File: src/assert_macros.svh
// ----------------------------------------------------------------------------
// assert_macros.svh
// clocked assertion helpers for implication checks
// ----------------------------------------------------------------------------
`ifndef ASSERT_MACROS_SVH
`define ASSERT_MACROS_SVH

`ifndef ASSERT_OFF

// same-cycle implication
`define ASSERT_IMPL(label, clk, rst, ante, cons) \
   label: assert property (@(posedge clk) disable iff (rst) (ante) |-> (cons)) \
      else $error("assertion failed");

// next-cycle implication
`define ASSERT_NEXT(label, clk, rst, ante, cons) \
   label: assert property (@(posedge clk) disable iff (rst) (ante) |=> (cons)) \
      else $error("assertion failed");

`else

`define ASSERT_IMPL(label, clk, rst, ante, cons)
`define ASSERT_NEXT(label, clk, rst, ante, cons)

`endif

`endif

File: src/ilp_pkg.sv
// ----------------------------------------------------------------------------
// ilp_pkg
// shared types and codes of the integer literal parser
// ----------------------------------------------------------------------------
package ilp_pkg;

   localparam logic [3:0] ERR_OK            = 4'd0;
   localparam logic [3:0] ERR_MISSING_VALUE = 4'd1;
   localparam logic [3:0] ERR_MISSING_DIGIT = 4'd2;
   localparam logic [3:0] ERR_INVALID       = 4'd3;
   localparam logic [3:0] ERR_BAD_DIGIT     = 4'd4;
   localparam logic [3:0] ERR_TOO_LARGE     = 4'd5;
   localparam logic [3:0] ERR_NEG_UNSIGNED  = 4'd6;
   localparam logic [3:0] ERR_RANGE         = 4'd7;
   localparam logic [3:0] ERR_UNTYPED       = 4'd8;

   localparam logic [1:0] CSR_TARGET_BITS   = 2'd0;
   localparam logic [1:0] CSR_TARGET_SIGNED = 2'd1;
   localparam logic [1:0] CSR_UNTYPED_MODE  = 2'd2;

   localparam logic [6:0] TARGET_BITS_RESET = 7'd32;

   typedef enum logic [2:0] {
      PH_LEAD    = 3'd0,
      PH_SIGN    = 3'd1,
      PH_SIGN_WS = 3'd2,
      PH_HELD0   = 3'd3,
      PH_PFX     = 3'd4,
      PH_PFX_WS  = 3'd5,
      PH_DIG     = 3'd6,
      PH_DIG_WS  = 3'd7
   } phase_type;

   typedef enum logic [1:0] {
      RADIX_DEC = 2'd0,
      RADIX_HEX = 2'd1,
      RADIX_BIN = 2'd2
   } radix_type;

   typedef struct packed {
      logic [7:0] character;
      logic       has_char;
      logic       is_last;
   } req_word_type;

   typedef struct packed {
      logic [63:0] value_out;
      logic [3:0]  error_code;
   } rsp_word_type;

   typedef struct packed {
      logic       has_char;
      logic       is_last;
      logic       is_space;
      logic       is_sign;
      logic       is_minus;
      logic       is_zero;
      logic       is_x;
      logic       is_b;
      logic       is_under;
      logic       is_digit;
      logic [3:0] digit;
   } cls_type;

   typedef struct packed {
      logic [3:0]  err;
      logic [63:0] mag;
      logic        neg;
   } fin_type;

   typedef struct packed {
      logic [6:0] target_bits;
      logic       target_signed;
      logic       untyped_mode;
   } cfg_type;

endpackage

File: src/ilp_front.sv
// ----------------------------------------------------------------------------
// ilp_front
// character classifier and two-entry word queue toward the parser
// ----------------------------------------------------------------------------
module ilp_front import ilp_pkg::*; (
   input  logic         clock,
   input  logic         reset,
   input  logic         push,
   output logic         full,
   input  req_word_type req_word,
   output logic         q_valid,
   output cls_type      q_word,
   input  logic         q_pop
);

   localparam logic [7:0] CH_TAB   = 8'h09;
   localparam logic [7:0] CH_CR    = 8'h0D;
   localparam logic [7:0] CH_SPACE = 8'h20;
   localparam logic [7:0] CH_PLUS  = 8'h2B;
   localparam logic [7:0] CH_MINUS = 8'h2D;
   localparam logic [7:0] CH_ZERO  = 8'h30;
   localparam logic [7:0] CH_NINE  = 8'h39;
   localparam logic [7:0] CH_UA    = 8'h41;
   localparam logic [7:0] CH_UB    = 8'h42;
   localparam logic [7:0] CH_UF    = 8'h46;
   localparam logic [7:0] CH_UX    = 8'h58;
   localparam logic [7:0] CH_UNDER = 8'h5F;
   localparam logic [7:0] CH_LA    = 8'h61;
   localparam logic [7:0] CH_LB    = 8'h62;
   localparam logic [7:0] CH_LF    = 8'h66;
   localparam logic [7:0] CH_LX    = 8'h78;
   localparam logic [7:0] HEX_LOW_OFS = 8'h57;
   localparam logic [7:0] HEX_UP_OFS  = 8'h37;

   cls_type    cls;
   logic [7:0] ch;
   logic [7:0] dig8;
   logic       wr_en;
   logic       rd_en;

   cls_type    mem_ff [2];
   logic [1:0] count_ff, count_in;
   logic       wr_ptr_ff, wr_ptr_in;
   logic       rd_ptr_ff, rd_ptr_in;

   always_comb begin
      ch   = req_word.character;
      dig8 = 8'd0;
      cls  = '0;
      cls.has_char = req_word.has_char;
      cls.is_last  = req_word.is_last;
      cls.is_space = (ch == CH_SPACE) || (ch >= CH_TAB && ch <= CH_CR);
      cls.is_sign  = (ch == CH_PLUS) || (ch == CH_MINUS);
      cls.is_minus = (ch == CH_MINUS);
      cls.is_zero  = (ch == CH_ZERO);
      cls.is_x     = (ch == CH_LX) || (ch == CH_UX);
      cls.is_b     = (ch == CH_LB) || (ch == CH_UB);
      cls.is_under = (ch == CH_UNDER);
      if (ch >= CH_ZERO && ch <= CH_NINE) begin
         cls.is_digit = 1'b1;
         dig8 = ch - CH_ZERO;
      end else if (ch >= CH_LA && ch <= CH_LF) begin
         cls.is_digit = 1'b1;
         dig8 = ch - HEX_LOW_OFS;
      end else if (ch >= CH_UA && ch <= CH_UF) begin
         cls.is_digit = 1'b1;
         dig8 = ch - HEX_UP_OFS;
      end
      cls.digit = dig8[3:0];
   end

   // words with neither a character nor an end mark change nothing
   assign full    = (count_ff == 2'd2);
   assign wr_en   = push && !full && (req_word.has_char || req_word.is_last);
   assign q_valid = (count_ff != 2'd0);
   assign rd_en   = q_pop && q_valid;
   assign q_word  = mem_ff[rd_ptr_ff];

   always_comb begin
      count_in  = count_ff + {1'b0, wr_en} - {1'b0, rd_en};
      wr_ptr_in = wr_ptr_ff ^ wr_en;
      rd_ptr_in = rd_ptr_ff ^ rd_en;
   end

   always_ff @(posedge clock) begin
      if (reset) begin
         count_ff  <= 2'd0;
         wr_ptr_ff <= 1'b0;
         rd_ptr_ff <= 1'b0;
      end else begin
         count_ff  <= count_in;
         wr_ptr_ff <= wr_ptr_in;
         rd_ptr_ff <= rd_ptr_in;
      end
   end

   always_ff @(posedge clock) begin
      if (wr_en) begin
         mem_ff[wr_ptr_ff] <= cls;
      end
   end

endmodule

File: src/ilp_parse.sv
// ----------------------------------------------------------------------------
// ilp_parse
// literal state machine with digit accumulator and end-of-literal snapshot
// ----------------------------------------------------------------------------
module ilp_parse import ilp_pkg::*; (
   input  logic    clock,
   input  logic    reset,
   input  logic    q_valid,
   input  cls_type q_word,
   output logic    q_pop,
   output logic    fin_valid,
   output fin_type fin_word,
   input  logic    fin_ready
);

   logic [63:0] acc_ff, acc_in;
   phase_type   phase_ff, phase_in;
   radix_type   radix_ff, radix_in;
   logic        neg_ff, neg_in;
   logic        seen_ff, seen_in;
   logic [3:0]  err_ff, err_in;
   logic        pfx_x_ff, pfx_x_in;
   logic        fin_valid_ff, fin_valid_in;
   fin_type     fin_ff, fin_in;

   logic [63:0] acc_n;
   phase_type   phase_n;
   radix_type   radix_n;
   logic        neg_n;
   logic        seen_n;
   logic [3:0]  err_n;
   logic        pfx_x_n;
   logic        do_take;
   logic [67:0] prod;
   logic        bad_digit;
   logic [3:0]  fin_err;
   logic        step;

   assign step      = q_valid && (!q_word.is_last || !fin_valid_ff || fin_ready);
   assign q_pop     = step;
   assign fin_valid = fin_valid_ff;
   assign fin_word  = fin_ff;

   always_comb begin
      acc_n   = acc_ff;
      phase_n = phase_ff;
      radix_n = radix_ff;
      neg_n   = neg_ff;
      seen_n  = seen_ff;
      err_n   = err_ff;
      pfx_x_n = pfx_x_ff;
      do_take = 1'b0;
      prod    = '0;
      bad_digit = 1'b0;
      fin_err = ERR_OK;

      if (q_word.has_char && err_ff == ERR_OK) begin
         unique case (phase_ff)
            PH_LEAD: begin
               if (q_word.is_space) begin
                  phase_n = PH_LEAD;
               end else if (q_word.is_sign) begin
                  neg_n   = q_word.is_minus;
                  phase_n = PH_SIGN;
               end else if (q_word.is_zero) begin
                  phase_n = PH_HELD0;
               end else begin
                  phase_n = PH_DIG;
                  do_take = 1'b1;
               end
            end
            PH_SIGN: begin
               if (q_word.is_space) begin
                  phase_n = PH_SIGN_WS;
               end else if (q_word.is_zero) begin
                  phase_n = PH_HELD0;
               end else begin
                  phase_n = PH_DIG;
                  do_take = 1'b1;
               end
            end
            PH_HELD0: begin
               if (q_word.is_space) begin
                  seen_n  = 1'b1;
                  phase_n = PH_DIG_WS;
               end else if (q_word.is_x || q_word.is_b) begin
                  pfx_x_n = q_word.is_x;
                  phase_n = PH_PFX;
               end else begin
                  seen_n  = 1'b1;
                  phase_n = PH_DIG;
                  do_take = 1'b1;
               end
            end
            PH_PFX: begin
               if (q_word.is_space) begin
                  phase_n = PH_PFX_WS;
               end else begin
                  radix_n = pfx_x_ff ? RADIX_HEX : RADIX_BIN;
                  phase_n = PH_DIG;
                  do_take = 1'b1;
               end
            end
            PH_DIG: begin
               if (q_word.is_space) begin
                  phase_n = PH_DIG_WS;
               end else begin
                  do_take = 1'b1;
               end
            end
            PH_SIGN_WS, PH_PFX_WS, PH_DIG_WS: begin
               if (!q_word.is_space) begin
                  err_n = ERR_INVALID;
               end
            end
            default: begin
               phase_n = phase_ff;
            end
         endcase
      end

      // one digit through the shift-and-add accumulator
      unique case (radix_n)
         RADIX_HEX: begin
            prod = {acc_ff, 4'b0000};
            bad_digit = 1'b0;
         end
         RADIX_BIN: begin
            prod = {3'b000, acc_ff, 1'b0};
            bad_digit = (q_word.digit >= 4'd2);
         end
         default: begin
            prod = {1'b0, acc_ff, 3'b000} + {3'b000, acc_ff, 1'b0};
            bad_digit = (q_word.digit >= 4'd10);
         end
      endcase
      prod = prod + {64'd0, q_word.digit};

      if (do_take && !q_word.is_under) begin
         if (!q_word.is_digit) begin
            err_n = ERR_INVALID;
         end else if (bad_digit) begin
            err_n = ERR_BAD_DIGIT;
         end else begin
            seen_n = 1'b1;
            if (prod[67:64] != 4'd0) begin
               err_n = ERR_TOO_LARGE;
            end else begin
               acc_n = prod[63:0];
            end
         end
      end

      // end of literal
      fin_err = err_n;
      if (err_n == ERR_OK) begin
         unique case (phase_n)
            PH_LEAD: begin
               fin_err = ERR_MISSING_VALUE;
            end
            PH_SIGN, PH_SIGN_WS: begin
               fin_err = ERR_MISSING_DIGIT;
            end
            PH_HELD0: begin
               fin_err = ERR_OK;
            end
            PH_PFX, PH_PFX_WS: begin
               fin_err = pfx_x_n ? ERR_INVALID : ERR_BAD_DIGIT;
            end
            default: begin
               fin_err = seen_n ? ERR_OK : ERR_MISSING_DIGIT;
            end
         endcase
      end
   end

   always_comb begin
      acc_in   = acc_ff;
      phase_in = phase_ff;
      radix_in = radix_ff;
      neg_in   = neg_ff;
      seen_in  = seen_ff;
      err_in   = err_ff;
      pfx_x_in = pfx_x_ff;
      fin_in   = fin_ff;
      fin_valid_in = fin_valid_ff && !fin_ready;
      if (step) begin
         if (q_word.is_last) begin
            acc_in   = 64'd0;
            phase_in = PH_LEAD;
            radix_in = RADIX_DEC;
            neg_in   = 1'b0;
            seen_in  = 1'b0;
            err_in   = ERR_OK;
            pfx_x_in = 1'b0;
            fin_valid_in = 1'b1;
            fin_in.err = fin_err;
            fin_in.mag = acc_n;
            fin_in.neg = neg_n;
         end else begin
            acc_in   = acc_n;
            phase_in = phase_n;
            radix_in = radix_n;
            neg_in   = neg_n;
            seen_in  = seen_n;
            err_in   = err_n;
            pfx_x_in = pfx_x_n;
         end
      end
   end

   always_ff @(posedge clock) begin
      if (reset) begin
         acc_ff       <= 64'd0;
         phase_ff     <= PH_LEAD;
         radix_ff     <= RADIX_DEC;
         neg_ff       <= 1'b0;
         seen_ff      <= 1'b0;
         err_ff       <= ERR_OK;
         pfx_x_ff     <= 1'b0;
         fin_valid_ff <= 1'b0;
      end else begin
         acc_ff       <= acc_in;
         phase_ff     <= phase_in;
         radix_ff     <= radix_in;
         neg_ff       <= neg_in;
         seen_ff      <= seen_in;
         err_ff       <= err_in;
         pfx_x_ff     <= pfx_x_in;
         fin_valid_ff <= fin_valid_in;
      end
   end

   always_ff @(posedge clock) begin
      fin_ff <= fin_in;
   end

endmodule

File: src/ilp_check.sv
// ----------------------------------------------------------------------------
// ilp_check
// target range check, sign apply and two-entry result queue
// ----------------------------------------------------------------------------
module ilp_check import ilp_pkg::*; (
   input  logic         clock,
   input  logic         reset,
   input  cfg_type      cfg,
   input  logic         fin_valid,
   input  fin_type      fin_word,
   output logic         fin_ready,
   output logic         empty,
   input  logic         pop,
   output rsp_word_type rsp_word
);

   logic [5:0]   sh;
   logic [5:0]   shm1;
   logic         no_width;
   logic [63:0]  mag;
   logic [3:0]   err;
   rsp_word_type res;
   logic         wr_en;
   logic         rd_en;
   logic         full_q;

   rsp_word_type mem_ff [2];
   logic [1:0]   count_ff, count_in;
   logic         wr_ptr_ff, wr_ptr_in;
   logic         rd_ptr_ff, rd_ptr_in;

   always_comb begin
      mag      = fin_word.mag;
      sh       = cfg.target_bits[5:0];
      shm1     = sh - 6'd1;
      no_width = (cfg.target_bits == 7'd0) || cfg.target_bits[6];
      err      = fin_word.err;
      if (err == ERR_OK) begin
         if (!cfg.target_signed) begin
            if (fin_word.neg) begin
               err = ERR_NEG_UNSIGNED;
            end else if (!no_width && (mag >> sh) != 64'd0) begin
               err = ERR_RANGE;
            end
         end else if (fin_word.neg) begin
            if (mag > {1'b1, 63'd0}) begin
               err = ERR_TOO_LARGE;
            end else if (!no_width && mag > (64'd1 << shm1)) begin
               err = ERR_RANGE;
            end
         end else begin
            if (mag[63]) begin
               err = ERR_TOO_LARGE;
            end else if (!no_width && (mag >> shm1) != 64'd0) begin
               err = ERR_RANGE;
            end
         end
      end
      if (cfg.untyped_mode && err >= ERR_MISSING_VALUE && err <= ERR_BAD_DIGIT) begin
         err = ERR_UNTYPED;
      end
      res.error_code = err;
      if (err != ERR_OK) begin
         res.value_out = 64'd0;
      end else if (fin_word.neg) begin
         res.value_out = 64'd0 - mag;
      end else begin
         res.value_out = mag;
      end
   end

   assign full_q    = (count_ff == 2'd2);
   assign fin_ready = !full_q;
   assign wr_en     = fin_valid && !full_q;
   assign empty     = (count_ff == 2'd0);
   assign rd_en     = pop && !empty;
   assign rsp_word  = mem_ff[rd_ptr_ff];

   always_comb begin
      count_in  = count_ff + {1'b0, wr_en} - {1'b0, rd_en};
      wr_ptr_in = wr_ptr_ff ^ wr_en;
      rd_ptr_in = rd_ptr_ff ^ rd_en;
   end

   always_ff @(posedge clock) begin
      if (reset) begin
         count_ff  <= 2'd0;
         wr_ptr_ff <= 1'b0;
         rd_ptr_ff <= 1'b0;
      end else begin
         count_ff  <= count_in;
         wr_ptr_ff <= wr_ptr_in;
         rd_ptr_ff <= rd_ptr_in;
      end
   end

   always_ff @(posedge clock) begin
      if (wr_en) begin
         mem_ff[wr_ptr_ff] <= res;
      end
   end

endmodule

File: src/integer_literal_parse_range_check_unit.sv
// ----------------------------------------------------------------------------
// integer_literal_parse_range_check_unit
// streaming integer literal parser with radix prefix and target range check
//
// input side is a queue: one character word per push, accepted when full is
// low; the word marked last closes the literal and yields one result word
// result side is a queue: the oldest result is on rsp_word while empty is low,
// and pop takes it
// csr_we with csr_index writes target_bits, target_signed or untyped_mode;
// write only while no literal is in flight
// throughput: one character per cycle; the digit update is a single
// shift-and-add step and the parser takes one word each cycle, but holds
// a last word while the snapshot waits on a full result queue; a last word
// passes input queue, end-of-literal snapshot, range check and result queue
// reset clears both queues and the parse state; registers go to 32 bits,
// signed, untyped mode on
// when pop stays low the result queue fills after two results and the snapshot
// register keeps a third; the parser then holds at the next last word and the
// input queue fills and raises full
// ----------------------------------------------------------------------------
module integer_literal_parse_range_check_unit import ilp_pkg::*; (
   input  logic         clock,
   input  logic         reset,
   input  logic         push,
   output logic         full,
   input  req_word_type req_word,
   output logic         empty,
   input  logic         pop,
   output rsp_word_type rsp_word,
   input  logic         csr_we,
   input  logic [1:0]   csr_index,
   input  logic [6:0]   csr_wdata
);

   `include "assert_macros.svh"

   cfg_type cfg_ff, cfg_in;
   logic    q_valid;
   cls_type q_word;
   logic    q_pop;
   logic    fin_valid;
   fin_type fin_word;
   logic    fin_ready;

   always_comb begin
      cfg_in = cfg_ff;
      if (csr_we) begin
         unique case (csr_index)
            CSR_TARGET_BITS:   cfg_in.target_bits   = csr_wdata;
            CSR_TARGET_SIGNED: cfg_in.target_signed = csr_wdata[0];
            CSR_UNTYPED_MODE:  cfg_in.untyped_mode  = csr_wdata[0];
            default:           cfg_in = cfg_ff;
         endcase
      end
   end

   always_ff @(posedge clock) begin
      if (reset) begin
         cfg_ff.target_bits   <= TARGET_BITS_RESET;
         cfg_ff.target_signed <= 1'b1;
         cfg_ff.untyped_mode  <= 1'b1;
      end else begin
         cfg_ff <= cfg_in;
      end
   end

   ilp_front u_front (
      .clock    (clock),
      .reset    (reset),
      .push     (push),
      .full     (full),
      .req_word (req_word),
      .q_valid  (q_valid),
      .q_word   (q_word),
      .q_pop    (q_pop)
   );

   ilp_parse u_parse (
      .clock     (clock),
      .reset     (reset),
      .q_valid   (q_valid),
      .q_word    (q_word),
      .q_pop     (q_pop),
      .fin_valid (fin_valid),
      .fin_word  (fin_word),
      .fin_ready (fin_ready)
   );

   ilp_check u_check (
      .clock     (clock),
      .reset     (reset),
      .cfg       (cfg_ff),
      .fin_valid (fin_valid),
      .fin_word  (fin_word),
      .fin_ready (fin_ready),
      .empty     (empty),
      .pop       (pop),
      .rsp_word  (rsp_word)
   );

   `ASSERT_IMPL(a_err_zero_value, clock, reset,
      !empty && rsp_word.error_code != ERR_OK, rsp_word.value_out == 64'd0)
   `ASSERT_IMPL(a_err_code_range, clock, reset,
      !empty, rsp_word.error_code <= ERR_UNTYPED)
   `ASSERT_IMPL(a_untyped_remap, clock, reset,
      !empty && cfg_ff.untyped_mode,
      rsp_word.error_code == ERR_OK || rsp_word.error_code >= ERR_TOO_LARGE)
   `ASSERT_NEXT(a_snapshot_held, clock, reset,
      fin_valid && !fin_ready, fin_valid && $stable(fin_word))

endmodule
File: config.mk
export PLATFORM = sky130hd
export DESIGN_NAME = integer_literal_parse_range_check_unit
export DESIGN_NICKNAME = d
export VERILOG_FILES = /design/src/ilp_pkg.sv /design/src/ilp_front.sv /design/src/ilp_parse.sv /design/src/ilp_check.sv /design/src/integer_literal_parse_range_check_unit.sv
export VERILOG_INCLUDE_DIRS = /design/src /design/src/src
export SDC_FILE = /design/constraint.sdc
export NUM_CORES = 1
export LEC_CHECK = 0
export BUFFER_PORTS_ARGS = -buffer_cell sky130_fd_sc_hd__buf_4
export CAP_MARGIN = 20
export CORE_MARGIN = 5
export CORE_UTILIZATION = 45
export CTS_BUF_LIST = sky130_fd_sc_hd__clkbuf_8
export CTS_CLUSTER_DIAMETER = 40
export CTS_CLUSTER_SIZE = 20
export DETAILED_ROUTE_END_ITERATION = 10
export SETUP_SLACK_MARGIN = 0.1
export SLEW_MARGIN = 10
export SYNTH_ARGS = -nofsm -noshare
export SYNTH_HDL_FRONTEND = slang
export SYNTH_SLANG_ARGS = --single-unit
File: constraint.sdc
create_clock -name clock -period 15.45 [get_ports clock]
set_clock_uncertainty 0.2 [all_clocks]
set_input_delay 4.635 -clock clock [delete_from_list [all_inputs] [get_ports clock]]
set_output_delay 4.635 -clock clock [all_outputs]
set_load 0.02 [all_outputs]
-- Word-level counts from Yosys, hierarchy flattened
Memory sizes are Yosys's and may differ from the RTL's. A register that Yosys moved wholly into a read port is not among the register bits.
Cells that the tools add are included.
- latch bits: 0
- input bits: 24
- ROM bits: 0
- RAM bits: 164
- memories: 2
- logic and storage cells: 224
- register bits: 163
- divide/modulo/power cells: 0
- mux-type cells: 88
- shift operators: 3
- reductions and logical operators: 55
- add/sub/neg operators: 11
- bitwise operators: 4
- magnitude comparators: 14
- multipliers: 0
- eq/ne operators: 27
- memory list (memory ; depth ; width ; rd ports ; clocked after Yosys merged registers in ; write ports ; RTL line ; RTL):
    u_check.mem_ff ; 2 ; 68 ; 1 ; 1 ; 1 ; ilp_check.sv:27 ; rsp_word_type mem_ff [2];
    u_front.mem_ff ; 2 ; 14 ; 1 ; 1 ; 1 ; ilp_front.sv:41 ; cls_type mem_ff [2];
- operator list (kind ; count):
    $mux W64 ; 7
    $pmux W68 S2 ; 1
    $reduce_bool A64 Y1 ; 2
    $shr A64 B6 Y64 ; 2
    $mux W4 ; 22
    $add A67 B65 Y68 ; 1
    $add A68 B4 Y68 ; 1
    $gt A64 B64 Y1 ; 1
    $gt A64 B64 Y1 const B ; 1
    $shl A1 B6 Y64 const A ; 1
    $sub A1 B64 Y64 const A ; 1
    $eq A8 B7 Y1 const B ; 5
    $mux W1 ; 37
    $eq A8 B6 Y1 const B ; 4
    $mux W3 ; 9
    $eq A3 B3 Y1 const B ; 6
    $logic_and A1 B1 Y1 ; 18
    $ge A8 B7 Y1 const B ; 2
    $le A8 B7 Y1 const B ; 2
    $mux W2 ; 8
    $pmux W4 S4 ; 1
    $pmux W3 S5 ; 1
    $eq A3 B2 Y1 const B ; 4
    $logic_not A4 Y1 ; 3
    29 further kinds ; 62

-- Depth between registers and ports, before layout
Gate-level depths: netlist (run 1).
- word-level depth: 15
- gate-level depth with buffers: 37
- gate-level depth less buffers: 26

-- Cells and area by module
From an unflattened synthesis (run 1), not the netlist that was laid out.
- cell total of the unflattened synthesis: 3593
- area total of the unflattened synthesis: 30638.1 µm²
- modules (own cells, without submodules) (module ; times used ; area an instance (µm²) ; cells each ; seq. area each (µm²)):
    ilp_parse ; 1 ; 14676.6 ; 1930 ; 3613.5
    ilp_check ; 1 ; 13999.7 ; 1514 ; 4164.0
    ilp_front ; 1 ; 1551.5 ; 109 ; 920.9
    integer_literal_parse_range_check_unit ; 1 ; 410.4 ; 40 ; 180.2

-- Least setup slack after synthesis (run 1)
OpenSTA, ideal clock, no wires.
- path kind: flip-flop to flip-flop
- from: register u_front.rd_ptr_ff (netlist name)
- to: register u_parse.fin_ff, in the netlist u_parse.fin_word[46], data pin
- required time: 14.990 ns
- cell stages (with the launch flop): 35
- arrival: 7.751 ns
- path buffers: 11
- setup slack: 7.239 ns
- cells stage by stage: dfxtp_1 -> clkbuf_1 -> mux2_2 -> nand2_1 -> nor2_1 -> nand3_1 -> mux2_2 -> ha_1 -> buf_2 -> buf_2 -> buf_1 -> clkbuf_1 -> buf_1 -> clkbuf_1 -> clkbuf_1 -> clkbuf_1 -> o21a_1 -> ha_1 -> inv_1 -> fa_1 -> inv_1 -> a21oi_1 -> nor3_1 -> o2111ai_1 -> nor4_1 -> nand4_1 -> nor2_1 -> nand4_1 -> nor3b_1 -> a31oi_1 -> a41o_1 -> nor4_4 -> buf_4 -> buf_6 -> mux2_2
- RTL lines (item ; RTL line ; RTL):
    to (signal assigned) ; ilp_parse.sv:235 ; fin_ff <= fin_in;
    to (decl) ; ilp_parse.sv:24 ; fin_type fin_ff, fin_in;

-- Worst setup path in the final report (run 1)
- from: register u_parse.err_ff[0]
- to: register u_parse.acc_ff[7]
- word-level cells in the longest chain between the ends: 12
- ends and longest elaborated chain (item ; RTL line ; RTL):
    from (decl) ; ilp_parse.sv:21 ; logic [3:0] err_ff, err_in;
    from (signal assigned) ; ilp_parse.sv:228 ; err_ff <= err_in;
    $logic_not A4 Y1 (*) ; ilp_parse.sv:57 ; if (q_word.has_char && err_ff == ERR_OK) begin
    $logic_and A1 B1 Y1 (*) ; ilp_parse.sv:57 ;
    $mux W2 ; ilp_parse.sv:57 ;
    $eq A2 B2 Y1 or $eq A2 B1 Y1 (tied branches) ; ilp_parse.sv:123 ; unique case (radix_n)
    $pmux W68 S2 ; ilp_parse.sv:123 ;
    $add A68 B4 Y68 ; ilp_parse.sv:137 ; prod = prod + {64'd0, q_word.digit};
    $reduce_bool A4 Y1 ; ilp_parse.sv:146 ; if (prod[67:64] != 4'd0) begin
    $mux W64 ; ilp_parse.sv:146 ;
    $mux W64 ; ilp_parse.sv:142 ; end else if (bad_digit) begin
    $mux W64 ; ilp_parse.sv:140 ; if (!q_word.is_digit) begin
    $mux W64 (*) ; ilp_parse.sv:139 ; if (do_take && !q_word.is_under) begin
    $mux W64 (*) ; ilp_parse.sv:188 ; if (q_word.is_last) begin
    to (signal assigned) ; ilp_parse.sv:223 ; acc_ff <= acc_in;
    to (decl) ; ilp_parse.sv:16 ; logic [63:0] acc_ff, acc_in;
Mark *: on every way between the ends. The rest lies on a longest branch, timed or not.
A chain may end at the register's enable or synchronous reset.

==> results of run 1 <==
[kinds of logic (layout without fill, tap and decap cells)]
logic type      Yosys count  after routing  share of synthesized area, %
simple gates           1066           1066                          19.2
compound gates          863            863                          21.6
flops                   327            327                          32.1
buf+inv                 286            244                          4.73
mux                     253            253                          10.5
xor+xnor                156            156                          4.93
fa+ha+maj               152            152                          6.92
other cells               0              1                             0
[power by group through the flow]
stage | logic [mW] | clock network (mW) | registers, mW
final | 1.02 | 0.667 | 1.25
after floorplan | 0.817 | 0 | 1.14
after detailed placement | 1.02 | 0 | 1.27
after global routing | 1.12 | 0.719 | 1.27
after global placement | 1.00 | 0 | 1.26
after CTS | 1.02 | 0.685 | 1.25
[metrics by stage]
step	cells	worst slack, ns
2_1_floorplan	3103	7.24
3_5_place_dp	3788	7.20
6_report	3852	7.10
4_1_cts	3850	7.15
3_3_place_gp	3787	7.36
5_1_grt	3852	6.50
[critical path: cells and delay by family (launching register included)]
family                   cells  cell delay (ns)
AND/OR/NAND/NOR             12             3.67
AO/OA/AOI/OAI                6             1.20
buffers and inverters        5             1.54
flip-flops                   1             0.34
adder cells (fa/ha/maj)      3             1.21
[cells in the final DEF, fill, tap and decap left out, drive strengths merged, types with 13 or more instances in the layout]
cell	n
a2111oi	13
a211oi	33
a21o	41
a21oi	197
a221o	20
a221oi	32
a22o	68
a22oi	30
a31oi	37
and2	17
and3	18
buf	131
clkbuf	35
dfxtp	94
edfxtp	233
ha	150
inv	65
mux2	160
mux2i	78
mux4	15
nand2	241
nand2b	25
nand3	121
nand4	61
nor2	309
nor2b	33
nor3	80
nor3b	21
nor4	29
o211ai	33
o21a	23
o21ai	166
o31ai	40
or2	20
or3	25
or4	25
xnor2	56
xor2	100
[worst max path at each step]
stage	startpoint	slack, ns	end
6_report	u_parse.err_ff[0]$_SDFFE_PP0P_	7.10	u_parse.acc_ff[7]$_SDFFE_PP0P_
2_1_floorplan	u_front.rd_ptr_ff$_SDFF_PP0_	7.24	u_parse.fin_word[46]$_DFFE_PP_
3_5_place_dp	u_parse.err_ff[3]$_SDFFE_PP0P_	7.20	u_parse.acc_ff[12]$_SDFFE_PP0P_
3_3_place_gp	u_parse.err_ff[0]$_SDFFE_PP0P_	7.36	u_parse.acc_ff[4]$_SDFFE_PP0P_
4_1_cts	u_parse.err_ff[0]$_SDFFE_PP0P_	7.15	u_parse.acc_ff[34]$_SDFFE_PP0P_
5_1_grt	u_parse.err_ff[3]$_SDFFE_PP0P_	6.50	u_parse.acc_ff[12]$_SDFFE_PP0P_
[cell type report]
type | instances | area (µm²)
diodes | 1 | 2.50
inverters | 51 | 191
clock inverters | 27 | 354
repair buffers | 131 | 987
clock buffers | 35 | 482
well taps | 790 | 988
fillers | 5820 | 31900
multi-input cells | 2490 | 17500
flip-flops and latches | 327 | 8880
[registers in the layout, summed over array words and instances (netlist names), 3 cells and up]
signal,flops
u_parse.fin_word,69
cfg_ff,9
u_front.mem_ff,28
u_parse.phase_ff,3
u_parse.acc_ff,64
u_check.mem_ff,136
u_parse.err_ff,4
[per-layer routing]
metal  up-vias  wire length [µm]
met5         -                 0
met4         0              2880
met3       176              5310
met2       920             39600
met1     12000             38600
li1      11700                 -
==> impl_metrics.csv, run 1 <==
group,metric,value,unit
detailed_routing,wl_per_cell,22.4,µm
placement,place.gp.congestion,0.986,
setup_path,crit_path_top_delay_cell,"buf_4",
synthesis,synth_cell_types,110,
detailed_routing,vias,24800,
clock_network,clkLatencyLatePin,0.58,ns
pwr,total_power,2.94,mW
pwr,ir_drop,0.0575,mV
detailed_routing,drc,0,
global_route,grt_pass1_wl,134000,µm
pwr,seqPwrFrac,42.6,%
sta,relSlewSlack,30.7,%
global_route,met2_usage,40.2,%
layout,final_area,29400,µm²
clock_network,cts_hold_buf,0,
sta,max_freq,0.120,GHz
worst_hold_path,holdPathStages,2,
clock_network,postCtsSetupRepairBufs,0,
global_route,top_usage_layer,"met2",
sta,setup-violations-final,0,
global_route,grt_pass1_vias,23600,
clock_network,cts_buffers,34,
global_route,gr-total-overflow,0,
setup_path,reg2reg_slack,7.10,ns
floorplan,die_h,258,µm
setup_path,cp.arrival,8.67,ns
setup_path,endpoint_kind,"flip-flop",
clock_network,clk_pin_slew,0.11,ns
layout,post-route-util,48.0,%
synthesis,synth_edf_count,233,
synthesis,ys_seq_area_share,32.1,%
sta,rsz0062_at_grt,"no",
worst_hold_path,min_from,"u_parse.err_ff[0]$_SDFFE_PP0P_",
pwr,power.density,99.7,nW/µm²
setup_path,crit_required,15.77,ns
clock_network,cts_tree,"yes",
clock_network,postCtsResizedCells,0,
placement,port_buffers,93,
global_route,grt.total_usage,24.6,%
setup_path,cp_slowest_stage_delay,0.70,ns
detailed_routing,ant_nets,0,
global_route,antenna_found_initial,1,
placement,place_area,28600,µm²
pwr,power_frac_comb,34.7,%
sta,min_period,8.35,ns
detailed_routing,initialDrtViolationCount,2464,
synthesis,synth_top_area_share,25.3,%
floorplan,io_pins,94,
synthesis,synth_area_leaders,"edfxtp_1 (25%), dfxtp_1 (6.8%), ha_1 (6.8%), mux2_2 (6.1%), nor2_1 (4.2%)",
placement,hpwlAfterDp,65700,µm
layout,drive_above_1_share,14.5,%
global_route,grt.met1_usage,34.6,%
sta,tns,0,ns
synthesis,synth_area_per_cell,8.93,µm²
pwr,power_leakage,10.4,nW
outcome,status,"completed",
synthesis,synth_top_cell_by_area,"edfxtp_1",
sta,finalCritPeriodShare,54.0,%
layout,fin_nets,3211,
setup_path,critPathMaxFanout,67,
worst_hold_path,hold_path_class,"reg -> reg",
layout,area_growth,6.27,%
clock_network,root_buffer,"clkbuf_8",
floorplan,core-area,61400,µm²
sta,worst_pin_slew,1.04,ns
synthesis,ys_ff_latch,327,
global_route,grt_max_degree,85,
sta,hold_viol,0,
pwr,p_int,1.80,mW
synthesis,synth_nets,3279,
detailed_routing,routed_wl,86400,µm
clock_network,cts_buffer_depth,3,
synthesis,yosysMostFrequentCell,"nor2_1",
synthesis,synth-main-ff-cell,"edfxtp_1",
synthesis,syn_area,27700,µm²
setup_path,worstSetupPathType,"reg -> reg",
sta,drv_slew,0,
floorplan,placement_rows,91,
setup_path,worstRegToRegCells,26,
floorplan,die_w,258,µm
pwr,p_sw_share,38.6,%
synthesis,yosys-top-cells-count,"nor2_1 (309), nand2_1 (239), edfxtp_1 (233)",
global_route,met3_usage,2.64,%
setup_path,r2r_end,"u_parse.acc_ff[7]$_SDFFE_PP0P_",
detailed_routing,dr.pass1.iters,6,
detailed_routing,vias_per_cell,6.44,
run,max-cap-violations,0,
setup_path,reg2reg_from,"u_parse.err_ff[0]$_SDFFE_PP0P_",
clock_network,cts_num_sinks,327,
floorplan,dieArea,66600,µm²
pwr,clkPwrFrac,22.7,%
sta,hold_ws,0.286,ns
floorplan,start_util,45.1,%
worst_hold_path,hold_path_end,"u_parse.err_ff[0]$_SDFFE_PP0P_",
synthesis,ys_warn_count,0,
clock_network,cts_max_level,2,
setup_path,startpoint_type,"flip-flop",
synthesis,synthCells,3103,
setup_path,cpMostUsedCell,"inv_1",
synthesis,async_flop_share,0,%
pwr,power_switching,1.13,mW
Power figures use the tool's default switching activity.
==> run 2: changes to the inputs <==
==> constraint.sdc (replaced) <==
create_clock -name clock -period 8.5 [get_ports clock]
set_clock_uncertainty 0.2 [all_clocks]
set_input_delay 2.55 -clock clock [delete_from_list [all_inputs] [get_ports clock]]
set_output_delay 2.55 -clock clock [all_outputs]
set_load 0.02 [all_outputs]
==> run 2 against run 1 <==
Global-route usage grew 0.087 points. First-iteration DRC count shrank 9.9%. Register-to-register slack lost 6.2 ns. Design area grew 0.11%. Core utilization grew 0.053 points. Non-clock buffer count grew 5. Critical path type unchanged. Critical endpoint is now u_parse.fin_word[18]$_DFFE_PP_. Largest power group unchanged. Highest routed layer unchanged.
==> impl_metrics.csv, run 2 (synthesis results as in run 1) <==
group,metric,value,unit
global_route,gr-total-overflow,0,
sta,drv_slew,0,
detailed_routing,ant_nets,0,
sta,relSlewSlack,28.0,%
pwr,power_leakage,10.4,nW
floorplan,start_util,45.1,%
setup_path,crit_required,8.60,ns
worst_hold_path,hold_path_end,"u_parse.err_ff[0]$_SDFFE_PP0P_",
global_route,top_usage_layer,"met2",
sta,setup-violations-final,0,
run,max-cap-violations,0,
global_route,met2_usage,41.6,%
layout,fin_nets,3217,
sta,worst_pin_slew,1.08,ns
clock_network,cts_buffers,35,
layout,fillerInstances,5795,
sta,tns,0,ns
placement,place.gp.congestion,1.02,
worst_hold_path,min_from,"u_parse.err_ff[0]$_SDFFE_PP0P_",
worst_hold_path,hold_path_class,"reg -> reg",
setup_path,startpoint,"u_front.rd_ptr_ff$_SDFF_PP0_",
pwr,power.density,179,nW/µm²
setup_path,critPathMaxFanout,42,
clock_network,clkLatencyLatePin,0.58,ns
global_route,grt.total_usage,24.7,%
clock_network,cts_num_sinks,327,
global_route,grt_pass1_vias,23900,
layout,area_growth,6.39,%
setup_path,reg2reg_from,"u_front.rd_ptr_ff$_SDFF_PP0_",
clock_network,postCtsResizedCells,0,
global_route,antenna_found_initial,1,
floorplan,die_w,258,µm
setup_path,endpoint_kind,"flip-flop",
outcome,status,"completed",
sta,finalCritPeriodShare,89.6,%
sta,min_period,7.61,ns
setup_path,reg2reg_slack,0.89,ns
clock_network,cts_max_level,2,
detailed_routing,dr.pass1.iters,8,
detailed_routing,wl_per_cell,22.4,µm
layout,drive_above_1_share,14.5,%
placement,port_buffers,93,
floorplan,dieArea,66600,µm²
sta,hold_viol,0,
floorplan,placement_rows,91,
global_route,grt.met1_usage,33.4,%
setup_path,startpoint_type,"flip-flop",
layout,largest_register,"u_check.mem_ff",
floorplan,die_h,258,µm
layout,layout_common_cells,"nor2_1 (308), nand2_1 (239), edfxtp_1 (233)",
layout,final_area,29500,µm²
global_route,met3_usage,2.88,%
detailed_routing,drc,0,
layout,layout_commonest_cell,"nor2_1",
layout,largest_reg_flops,136,
clock_network,postCtsSetupRepairBufs,0,
global_route,grt_max_degree,118,
clock_network,clk_pin_slew,0.09,ns
clock_network,root_buffer,"clkbuf_8",
pwr,ir_drop,0.134,mV
detailed_routing,vias_per_cell,6.43,
clock_network,cts_hold_buf,0,
placement,hpwlAfterDp,65700,µm
setup_path,cp.arrival,7.71,ns
detailed_routing,vias,24800,
setup_path,r2r_end,"u_parse.fin_word[18]$_DFFE_PP_",
clock_network,cts_tree,"yes",
floorplan,io_pins,94,
global_route,grt_pass1_wl,135000,µm
floorplan,core-area,61400,µm²
clock_network,cts_buffer_depth,3,
setup_path,worstRegToRegCells,22,
setup_path,worstSetupPathType,"reg -> reg",
sta,max_freq,0.131,GHz
detailed_routing,routed_wl,86500,µm
sta,rsz0062_at_grt,"no",
detailed_routing,initialDrtViolationCount,2221,
placement,place_area,28700,µm²
worst_hold_path,holdPathStages,2,
==> run 2: cell count changes in the layout (fill, tap and decap cells not counted), sizes merged <==
cell,before,now
inv,65,60
clkinv,7,12
buf,131,136
clkbuf,35,36
bufinv,4,2
clkinvlp,2,3
==> run 2: cell type report <==
class                      instances  area (µm²)  area share (%)
antenna                            1        2.50         0.00849
clock buffer                      36         495            1.68
clock inverter                    26         302            1.02
inverter                          51         191           0.650
multi-input combinational       2490       17500            59.5
sequential                       327        8880            30.1
tap                              790         988            3.35
timing repair buffer             136        1060            3.59
==> run 2: where the power goes <==
part,switching [mW],total [mW],internal [mW]
logic,1.11,1.87,0.762
registers,0.322,2.28,1.96
clock network,0.625,1.13,0.504
total,2.06,5.28,3.22
==> run 2: critical path: stages (launching register included) <==
cell     delay [ns]
dfxtp_1        0.35
buf_4          0.27
mux2_2         0.43
nor2_1         0.15
nand3_1        0.16
o21ai_0        0.37
ha_2           0.50
buf_4          0.24
nand2_1        0.06
o21ai_0        0.16
ha_1           0.20
a21oi_1        0.14
or3_1          0.45
or3_1          0.40
nor3_2         0.21
nor3b_1        0.52
nand4_1        0.37
or2_1          0.33
nor4_1         0.24
o22ai_2        0.15
nor4_4         0.71
buf_12         0.31
mux2_2         0.37
==> run 2: worst max-delay path by stage <==
stage	to	slack, ns	depth (start not counted)
after global routing	u_parse.fin_word[18]$_DFFE_PP_	0.39	24
final	u_parse.fin_word[18]$_DFFE_PP_	0.89	22
after detailed placement	u_parse.fin_word[10]$_DFFE_PP_	1.02	22
after floorplan	u_parse.fin_word[46]$_DFFE_PP_	0.29	34
after global placement	u_parse.fin_word[15]$_DFFE_PP_	1.24	22
after CTS	u_parse.fin_word[18]$_DFFE_PP_	0.97	22
==> run 2: per-stage QoR <==
| stage | total power, mW | cells | setup slack [ns] | hold slack, ns | utilization (%) |
|---|---|---|---|---|---|
| after global placement | 4.13 | 3794 | 1.24 | 0.269 | 46.7 |
| after detailed placement | 4.18 | 3794 | 1.02 | 0.278 | 46.7 |
| after floorplan | 3.56 | 3103 | 0.289 | 0.237 | - |
| after CTS | 5.31 | 3856 | 0.969 | 0.293 | 48.0 |
| after global routing | 5.57 | 3857 | 0.389 | 0.306 | 48.0 |
| final | 5.28 | 3857 | 0.885 | 0.299 | 48.0 |
==> run 2: layer usage <==
layer	vias to the layer above	wire length [µm]
met3	161	5590
met4	0	2700
met2	956	41200
li1	11700	-
met1	12000	37100
met5	-	0
